### config.mk
export PLATFORM = sky130hd
export DESIGN_NAME = lightning_flash_rate_monitor
export DESIGN_NICKNAME = d
export VERILOG_FILES = /design/src/hw/rtl/lfrm_pkg.sv /design/src/hw/rtl/lfrm_window.sv /design/src/hw/rtl/lightning_flash_rate_monitor.sv
export SDC_FILE = /design/constraint.sdc
export NUM_CORES = 1
export LEC_CHECK = 0
export BUFFER_PORTS_ARGS = -buffer_cell sky130_fd_sc_hd__buf_2
export CAP_MARGIN = 20
export CORE_MARGIN = 2
export CORE_UTILIZATION = 60
export DETAILED_ROUTE_END_ITERATION = 10
export GPL_TIMING_DRIVEN = 0
export PLACE_DENSITY_LB_ADDON = 0.08
export SLEW_MARGIN = 0
export SYNTH_ARGS = -nofsm -noshare
export SYNTH_HDL_FRONTEND = slang
export SYNTH_SLANG_ARGS = --single-unit
### constraint.sdc
create_clock -name aclk -period 14.75 [get_ports aclk]
set_input_delay 1.475 -clock aclk [delete_from_list [all_inputs] [get_ports aclk]]
set_output_delay 1.475 -clock aclk [all_outputs]
set_load 0.05 [all_outputs]
### src/hw/rtl/lfrm_pkg.sv
`timescale 1ns / 1ps
// ----------------------------------------------------------------------------
// lfrm_pkg: shared types and constants of the flash rate monitor
// Register indexes, reset values, field widths and the tick word passed
// from the top level to the timestamp window.
// ----------------------------------------------------------------------------
package lfrm_pkg;

    localparam int DEFAULT_WINDOW_DEPTH = 9;
    localparam int DEFAULT_LED_BITS     = 16;

    localparam int TIME_W      = 32;
    localparam int CFG_INDEX_W = 4;
    localparam int CFG_DATA_W  = 16;
    localparam int MS_W        = 16;
    localparam int ENTER_W     = 4;
    localparam int COUNT_OUT_W = 4;

    localparam logic [CFG_INDEX_W-1:0] REG_MAX_FLASH_MS = 4'd0;
    localparam logic [CFG_INDEX_W-1:0] REG_WINDOW_MS    = 4'd1;
    localparam logic [CFG_INDEX_W-1:0] REG_LED_STEP_MS  = 4'd2;
    localparam logic [CFG_INDEX_W-1:0] REG_ENTER_COUNT  = 4'd3;

    localparam logic [MS_W-1:0]    RESET_MAX_FLASH_MS = 16'd500;
    localparam logic [MS_W-1:0]    RESET_WINDOW_MS    = 16'd3000;
    localparam logic [MS_W-1:0]    RESET_LED_STEP_MS  = 16'd250;
    localparam logic [ENTER_W-1:0] RESET_ENTER_COUNT  = 4'd4;

    typedef struct packed {
        logic              tick;
        logic              flash;
        logic [TIME_W-1:0] now;
    } win_req_t;

endpackage

### src/hw/rtl/lfrm_window.sv
`timescale 1ns / 1ps
// ----------------------------------------------------------------------------
// lfrm_window: circular window of flash timestamps
// Records flash end times, drops the oldest when full and expires at most
// one old entry per tick. The two oldest entries are read ahead each cycle.
// ----------------------------------------------------------------------------
module lfrm_window #(
    parameter int WINDOW_DEPTH = lfrm_pkg::DEFAULT_WINDOW_DEPTH,
    localparam int PW = $clog2(WINDOW_DEPTH),
    localparam int CW = $clog2(WINDOW_DEPTH + 1)
) (
    input  logic                        aclk,
    input  logic                        aresetn,
    input  lfrm_pkg::win_req_t          req,
    input  logic [lfrm_pkg::MS_W-1:0]   window_ms,
    output logic [CW-1:0]               count_next
);

    localparam logic [PW-1:0] LAST_SLOT = PW'(WINDOW_DEPTH - 1);
    localparam logic [CW-1:0] FULL_CNT  = CW'(WINDOW_DEPTH);
    localparam logic [CW:0]   DEPTH_SUM = (CW+1)'(WINDOW_DEPTH);

    logic [lfrm_pkg::TIME_W-1:0] mem [WINDOW_DEPTH];
    logic [lfrm_pkg::TIME_W-1:0] rd0_reg;
    logic [lfrm_pkg::TIME_W-1:0] rd1_reg;
    logic [CW-1:0]               count_reg;
    logic [PW-1:0]               oldest_reg;
    logic [PW-1:0]               oldest_next;

    logic                        full;
    logic                        empty;
    logic                        we;
    logic [CW:0]                 wsum;
    logic [PW-1:0]               waddr;
    logic [PW-1:0]               oldest1;
    logic [CW-1:0]               count1;
    logic [lfrm_pkg::TIME_W-1:0] head;
    logic [lfrm_pkg::TIME_W-1:0] age;
    logic                        expire;
    logic [PW-1:0]               ra0;
    logic [PW-1:0]               ra1;

    function automatic logic [PW-1:0] slot_inc(input logic [PW-1:0] p);
        return (p == LAST_SLOT) ? '0 : p + PW'(1);
    endfunction

    always_comb begin
        full  = (count_reg == FULL_CNT);
        empty = (count_reg == '0);
        we    = req.tick && req.flash;

        wsum  = (CW+1)'(oldest_reg) + (CW+1)'(count_reg);
        if (full) begin
            waddr = oldest_reg;
        end else if (wsum >= DEPTH_SUM) begin
            waddr = PW'(wsum - DEPTH_SUM);
        end else begin
            waddr = PW'(wsum);
        end

        oldest1 = (req.flash && full) ? slot_inc(oldest_reg) : oldest_reg;
        count1  = (req.flash && !full) ? count_reg + CW'(1) : count_reg;

        if (req.flash && empty) begin
            head = req.now;
        end else if (req.flash && full) begin
            head = rd1_reg;
        end else begin
            head = rd0_reg;
        end

        age    = req.now - head;
        expire = (count1 != '0) &&
                 (age > lfrm_pkg::TIME_W'(window_ms));

        if (req.tick) begin
            oldest_next = expire ? slot_inc(oldest1) : oldest1;
            count_next  = expire ? count1 - CW'(1) : count1;
        end else begin
            oldest_next = oldest_reg;
            count_next  = count_reg;
        end

        ra0 = oldest_next;
        ra1 = slot_inc(oldest_next);
    end

    always_ff @(posedge aclk) begin
        if (!aresetn) begin
            count_reg  <= '0;
            oldest_reg <= '0;
        end else begin
            count_reg  <= count_next;
            oldest_reg <= oldest_next;
        end
    end

    // read-ahead of the two oldest slots, write-first on a collision
    always_ff @(posedge aclk) begin
        if (we) begin
            mem[waddr] <= req.now;
        end
        rd0_reg <= (we && waddr == ra0) ? req.now : mem[ra0];
        rd1_reg <= (we && waddr == ra1) ? req.now : mem[ra1];
    end

endmodule

### src/hw/rtl/lightning_flash_rate_monitor.sv
`timescale 1ns / 1ps
// ----------------------------------------------------------------------------
// lightning_flash_rate_monitor: flash rate monitor with survival countdown
// Each input word is one millisecond tick carrying a threshold crossing flag.
// Channels: s_valid/s_ready/s_crossing in, m_valid/m_ready and five result
// fields out, cfg_valid/cfg_ready/cfg_index/cfg_data for register writes
// (0 max_flash_ms, 1 window_ms, 2 led_step_ms, 3 enter_count; others
// ignored). cfg_ready is high out of reset; write only while the block is idle.
// Every tick yields exactly one result word, registered in the cycle after
// the tick is accepted. One tick per cycle is sustained: the timestamp
// window reads its two oldest slots ahead, so each tick is a single pass
// of compare and update logic into the state and the output register.
// When the receiver stalls, the output register holds its word and s_ready
// stays high only if that word is taken in the same cycle.
// Reset (aresetn low, synchronous) holds s_ready and cfg_ready low, restores
// the register defaults, clears the time, pulse and window state, and starts
// in survival mode with a full pattern; no clearing pass is needed.
// ----------------------------------------------------------------------------
module lightning_flash_rate_monitor #(
    parameter int WINDOW_DEPTH = lfrm_pkg::DEFAULT_WINDOW_DEPTH,
    parameter int LED_BITS     = lfrm_pkg::DEFAULT_LED_BITS
) (
    input  logic                                aclk,
    input  logic                                aresetn,
    input  logic                                s_valid,
    output logic                                s_ready,
    input  logic                                s_crossing,
    output logic                                m_valid,
    input  logic                                m_ready,
    output logic                                m_mode,
    output logic [lfrm_pkg::COUNT_OUT_W-1:0]    m_flash_count,
    output logic [LED_BITS-1:0]                 m_led_pattern,
    output logic                                m_flash_detected,
    output logic                                m_mode_changed,
    input  logic                                cfg_valid,
    output logic                                cfg_ready,
    input  logic [lfrm_pkg::CFG_INDEX_W-1:0]    cfg_index,
    input  logic [lfrm_pkg::CFG_DATA_W-1:0]     cfg_data
);

    localparam int CW = $clog2(WINDOW_DEPTH + 1);
    localparam logic [LED_BITS-1:0] BAR_ONES = {LED_BITS{1'b1}};

    logic [lfrm_pkg::MS_W-1:0]    max_flash_reg;
    logic [lfrm_pkg::MS_W-1:0]    window_ms_reg;
    logic [lfrm_pkg::MS_W-1:0]    led_step_reg;
    logic [lfrm_pkg::ENTER_W-1:0] enter_count_reg;

    logic [lfrm_pkg::TIME_W-1:0]  ms_time_reg;
    logic [lfrm_pkg::TIME_W-1:0]  ms_time_next;
    logic [lfrm_pkg::TIME_W-1:0]  pulse_start_reg;
    logic [lfrm_pkg::TIME_W-1:0]  pulse_start_next;
    logic                         above_reg;
    logic                         above_next;
    logic                         survival_reg;
    logic                         survival_next;
    logic [LED_BITS-1:0]          bar_reg;
    logic [LED_BITS-1:0]          bar_next;
    logic [lfrm_pkg::MS_W-1:0]    step_reg;
    logic [lfrm_pkg::MS_W-1:0]    step_next;
    logic [lfrm_pkg::MS_W-1:0]    step_inc;

    logic                         m_valid_reg;
    logic                         m_mode_reg;
    logic [lfrm_pkg::COUNT_OUT_W-1:0] m_count_reg;
    logic [LED_BITS-1:0]          m_pattern_reg;
    logic                         m_flash_reg;
    logic                         m_changed_reg;

    logic                         accept;
    logic                         flash;
    logic                         refill;
    logic [lfrm_pkg::TIME_W-1:0]  pulse_len;
    logic [CW-1:0]                count_next;
    lfrm_pkg::win_req_t           win_req;

    assign s_ready   = aresetn && (!m_valid_reg || m_ready);
    assign accept    = s_valid && s_ready;
    assign cfg_ready = aresetn;

    assign m_valid          = m_valid_reg;
    assign m_mode           = m_mode_reg;
    assign m_flash_count    = m_count_reg;
    assign m_led_pattern    = m_pattern_reg;
    assign m_flash_detected = m_flash_reg;
    assign m_mode_changed   = m_changed_reg;

    always_comb begin
        ms_time_next     = ms_time_reg + lfrm_pkg::TIME_W'(1);
        pulse_start_next = pulse_start_reg;
        above_next       = above_reg;
        flash            = 1'b0;
        refill           = 1'b0;
        pulse_len        = ms_time_next - pulse_start_reg;

        if (s_crossing) begin
            if (above_reg) begin
                flash      = (pulse_len < lfrm_pkg::TIME_W'(max_flash_reg));
                above_next = 1'b0;
            end else begin
                pulse_start_next = ms_time_next;
                refill           = survival_reg;
                above_next       = 1'b1;
            end
        end

        win_req.tick  = accept;
        win_req.flash = flash;
        win_req.now   = ms_time_next;

        survival_next = survival_reg;
        bar_next      = bar_reg;
        step_next     = step_reg;
        step_inc      = step_reg + lfrm_pkg::MS_W'(1);

        if (survival_reg) begin
            if (refill) begin
                bar_next  = BAR_ONES;
                step_next = '0;
            end else if (step_inc >= led_step_reg) begin
                step_next = '0;
                bar_next  = bar_reg >> 1;
            end else begin
                step_next = step_inc;
            end
            if (bar_next == '0) begin
                survival_next = 1'b0;
            end
        end else if (32'(count_next) >= 32'(enter_count_reg)) begin
            survival_next = 1'b1;
            bar_next      = BAR_ONES;
            step_next     = '0;
        end
    end

    lfrm_window #(
        .WINDOW_DEPTH(WINDOW_DEPTH)
    ) u_window (
        .aclk      (aclk),
        .aresetn   (aresetn),
        .req       (win_req),
        .window_ms (window_ms_reg),
        .count_next(count_next)
    );

    // configuration registers
    always_ff @(posedge aclk) begin
        if (!aresetn) begin
            max_flash_reg   <= lfrm_pkg::RESET_MAX_FLASH_MS;
            window_ms_reg   <= lfrm_pkg::RESET_WINDOW_MS;
            led_step_reg    <= lfrm_pkg::RESET_LED_STEP_MS;
            enter_count_reg <= lfrm_pkg::RESET_ENTER_COUNT;
        end else if (cfg_valid) begin
            unique case (cfg_index)
                lfrm_pkg::REG_MAX_FLASH_MS: max_flash_reg <= cfg_data;
                lfrm_pkg::REG_WINDOW_MS:    window_ms_reg <= cfg_data;
                lfrm_pkg::REG_LED_STEP_MS:  led_step_reg  <= cfg_data;
                lfrm_pkg::REG_ENTER_COUNT:  begin
                    enter_count_reg <= cfg_data[lfrm_pkg::ENTER_W-1:0];
                end
                default: ;
            endcase
        end
    end

    // tick state
    always_ff @(posedge aclk) begin
        if (!aresetn) begin
            ms_time_reg     <= '0;
            pulse_start_reg <= '0;
            above_reg       <= 1'b0;
            survival_reg    <= 1'b1;
            bar_reg         <= BAR_ONES;
            step_reg        <= '0;
        end else if (accept) begin
            ms_time_reg     <= ms_time_next;
            pulse_start_reg <= pulse_start_next;
            above_reg       <= above_next;
            survival_reg    <= survival_next;
            bar_reg         <= bar_next;
            step_reg        <= step_next;
        end
    end

    // result word register
    always_ff @(posedge aclk) begin
        if (!aresetn) begin
            m_valid_reg <= 1'b0;
        end else if (accept) begin
            m_valid_reg <= 1'b1;
        end else if (m_ready) begin
            m_valid_reg <= 1'b0;
        end
    end

    always_ff @(posedge aclk) begin
        if (accept) begin
            m_mode_reg    <= survival_next;
            m_count_reg   <= lfrm_pkg::COUNT_OUT_W'(count_next);
            m_pattern_reg <= bar_next;
            m_flash_reg   <= flash;
            m_changed_reg <= (survival_next != survival_reg);
        end
    end

endmodule
==> flow_summary.ini <==
[floorplanning]
pin_count = 52
start_util = 0.608
core_um2 = 44300
die-area_um2 = 46700
row_count = 77
dieWidth_um = 216
dieHeight_um = 216

[timing]
max_slew_margin = 0.239
setup_tns_ns = 0
clock.fmax_mhz = 72.1
timing.final.crit_share = 0.941
skew_ns = 0.0264
min_period_ns = 13.88
worst_pin_slew_ns = 1.14
rsz0062_at_grt = no
hold_violations = 0
report.final.slew_viol_count = 0
final-setup-viol-count = 0

[synthesis]
syn_area_um2 = 27000
ys_seq_elements = 478
seq_area_frac_synth = 0.470
yosys-top-cells-area = edfxtp_1 35%, dfxtp_1 12%, mux4_2 11%
synth_nets = 2613
synth.avg_cell_area_um2 = 11.0
yosysWarnings = 0
synth-edff-count = 311
synth-async-reset-ratio = 0
synth_area_leader_cell = edfxtp_1
netlist.area_leader.share = 0.346
synthCells = 2451
synth.distinct_cells = 77
synth_ff_type = edfxtp_1

[setup_path]
cp_max_fo = 13
end_kind = flop
critical_path_required_ns = 15.23
crit_type = flop to flop
cp_slowest_cell = dfxtp_4
startpoint_type = flop
slowest_delay_ns = 0.43
arrival_ns = 14.35

[route]
viasPerCell = 6.38
wl_per_cell_um = 23.1
vias = 20581
post-route-drc-count = 0
ant_nets = 0
routed_wl_um = 74300
drtIter0Drc = 1948
first_pass_iters = 6

[global_routing]
grt_max_degree = 32
grt_overflow = 0
grt_pass1_wl_um = 115000
grt_pass1_vias = 20585
grtUsageTotal = 0.321
antenna_found_initial = 0

[layout]
antenna_cells = 0
largest_reg_flops = 288
final_cell_mix = 311 x edfxtp_1, 236 x nand2_1, 204 x nor2_1
nFillCells = 3304
layout_commonest_cell = edfxtp_1
fin_nets = 2755
syn2layout_area_growth_pct = 12.6
drive_gt1_frac = 0.140
fin_area_um2 = 30400

[clock_tree]
cts_buffers = 49
path_clk_slew_ns = 0.06
cts.sink_count = 478
ctsHoldBuffers = 0
clk_latency_ns = 0.61
cts-htree-levels = 2
root_buffer = clkbuf_16
cts_tree = yes
clock_path_buffers = 3

[placement]
port_buffers = 51
placed_area_um2 = 28400
detailedPlacementHpwl_um = 54100
place.gp.congestion = 0.877

[job]
maxCapViolations = 0

[power]
peakVddDrop_mv = 0.146
leakage_nw = 11.6
cellPowerDensity_nw_per_um2 = 94.5

[worst_hold_path]
hp-class = flop to flop

[status]
outcome = completed
## cell families (layout without fill, tap and decap cells)
logic type | count (synthesis) | count (layout) | synth area share
AND/OR/NAND/NOR | 690 | 690 | 0.117
AO/OA/AOI/OAI | 559 | 559 | 0.135
flip-flops | 478 | 478 | 0.470
buffers and inverters | 255 | 436 | 0.0357
multiplexers | 214 | 214 | 0.139
adder cells (fa/ha/maj) | 136 | 136 | 0.0639
XOR/XNOR | 119 | 119 | 0.0392
## report_power, final
part	leakage, nW	total (W)	internal, W	switching (W)
registers	4.55	0.00143	0.00142	0.00000491
clock network	0.773	0.00124	0.000722	0.000522
logic	6.23	0.000201	0.0000740	0.000127
total	11.6	0.00287	0.00222	0.000653
## metal layers
layer | part of all wire | wire [um] | vias to the layer above | GRT usage
li1 | - | - | 9436 | -
met1 | 0.40 | 29800 | 10089 | 0.416
met2 | 0.49 | 36200 | 853 | 0.548
met3 | 0.068 | 5040 | 203 | 0.0393
met4 | 0.045 | 3340 | 0 | 0.134
met5 | 0 | 0 | - | 0
## path summary, 6_finish.rpt
| path | start | end | slack (ns) | cells past startpoint |
|---|---|---|---|---|
| worst max-delay path | ms_time_reg[0]$_SDFFE_PN0P_ | bar_reg[11]$_SDFFE_PN1P_ | 0.87 | 62 |
| worst min-delay path | max_flash_reg[9]$_SDFFE_PN0P_ | max_flash_reg[9]$_SDFFE_PN0P_ | 0.45 | 2 |
| worst max register to register | ms_time_reg[0]$_SDFFE_PN0P_ | bar_reg[11]$_SDFFE_PN1P_ | 0.87 | 62 |
| worst min register to register | max_flash_reg[9]$_SDFFE_PN0P_ | max_flash_reg[9]$_SDFFE_PN0P_ | 0.45 | 2 |
## stage by stage
stage	instances	setup WS (ns)	total power [W]	hold WS (ns)	util
5_1_grt	3224	0.0660	0.00295	0.465	0.685
4_1_cts	3210	0.0572	0.00288	0.454	0.680
6_report	3224	0.872	0.00287	0.455	0.685
3_3_place_gp	3094	-2.29	0.00164	0.446	0.631
2_1_floorplan	2451	1.84	0.00159	0.436	-
3_5_place_dp	3116	-2.51	0.00165	0.447	0.640
## synthesized netlist by cell type (5+ instances only)
library cell / number
a2111oi_0: 5
a211o_1: 32
a211oi_1: 45
a21o_1: 42
a21oi_1: 174
a31oi_1: 13
and2_1: 13
and3_1: 22
and4_1: 6
buf_1: 19
clkbuf_1: 111
dfxtp_1: 167
edfxtp_1: 311
ha_1: 133
inv_1: 121
mux2_2: 6
mux2i_1: 80
mux4_2: 128
nand2_1: 236
nand2b_1: 25
nand3_1: 54
nand4_1: 30
nor2_1: 212
nor2b_1: 13
nor3_1: 29
nor4_1: 15
o2111ai_1: 5
o211ai_1: 27
o21a_1: 17
o21ai_0: 105
o21ai_1: 9
o21bai_1: 6
o221ai_1: 5
o22a_1: 30
o31a_1: 5
or3_1: 14
xnor2_1: 49
xor2_1: 69
## layout make-up
cell class / instances / area [um^2] / area share
Clock buffer: 65 / 1300 / 0.0427
Clock inverter: 25 / 278 / 0.00915
Timing Repair Buffer: 94 / 782 / 0.0258
Tap cell: 592 / 741 / 0.0244
Buffer: 129 / 517 / 0.0170
Inverter: 123 / 462 / 0.0152
Multi-Input combinational cell: 1718 / 13600 / 0.448
Sequential cell: 478 / 12700 / 0.418
## worst max-delay path: cells and delay by family (launching register included)
kind                     cells  cell delay, ns
AND/OR/NAND/NOR             26            5.37
adder cells (fa/ha/maj)      5            1.48
XOR/XNOR                     3            0.67
flip-flops                   1            0.43
AO/OA/AOI/OAI               24            5.03
buffers and inverters        4            0.73
## what timing repair did
| item | 4_1_cts | 5_1_grt |
|---|---|---|
| setup endpoints to repair | 71 | 50 |
| setup buffers | 5 | 5 |
| gates resized for setup | 35 | 25 |
| pin swaps | 5 | 8 |
(Power assumes the default switching activity.)
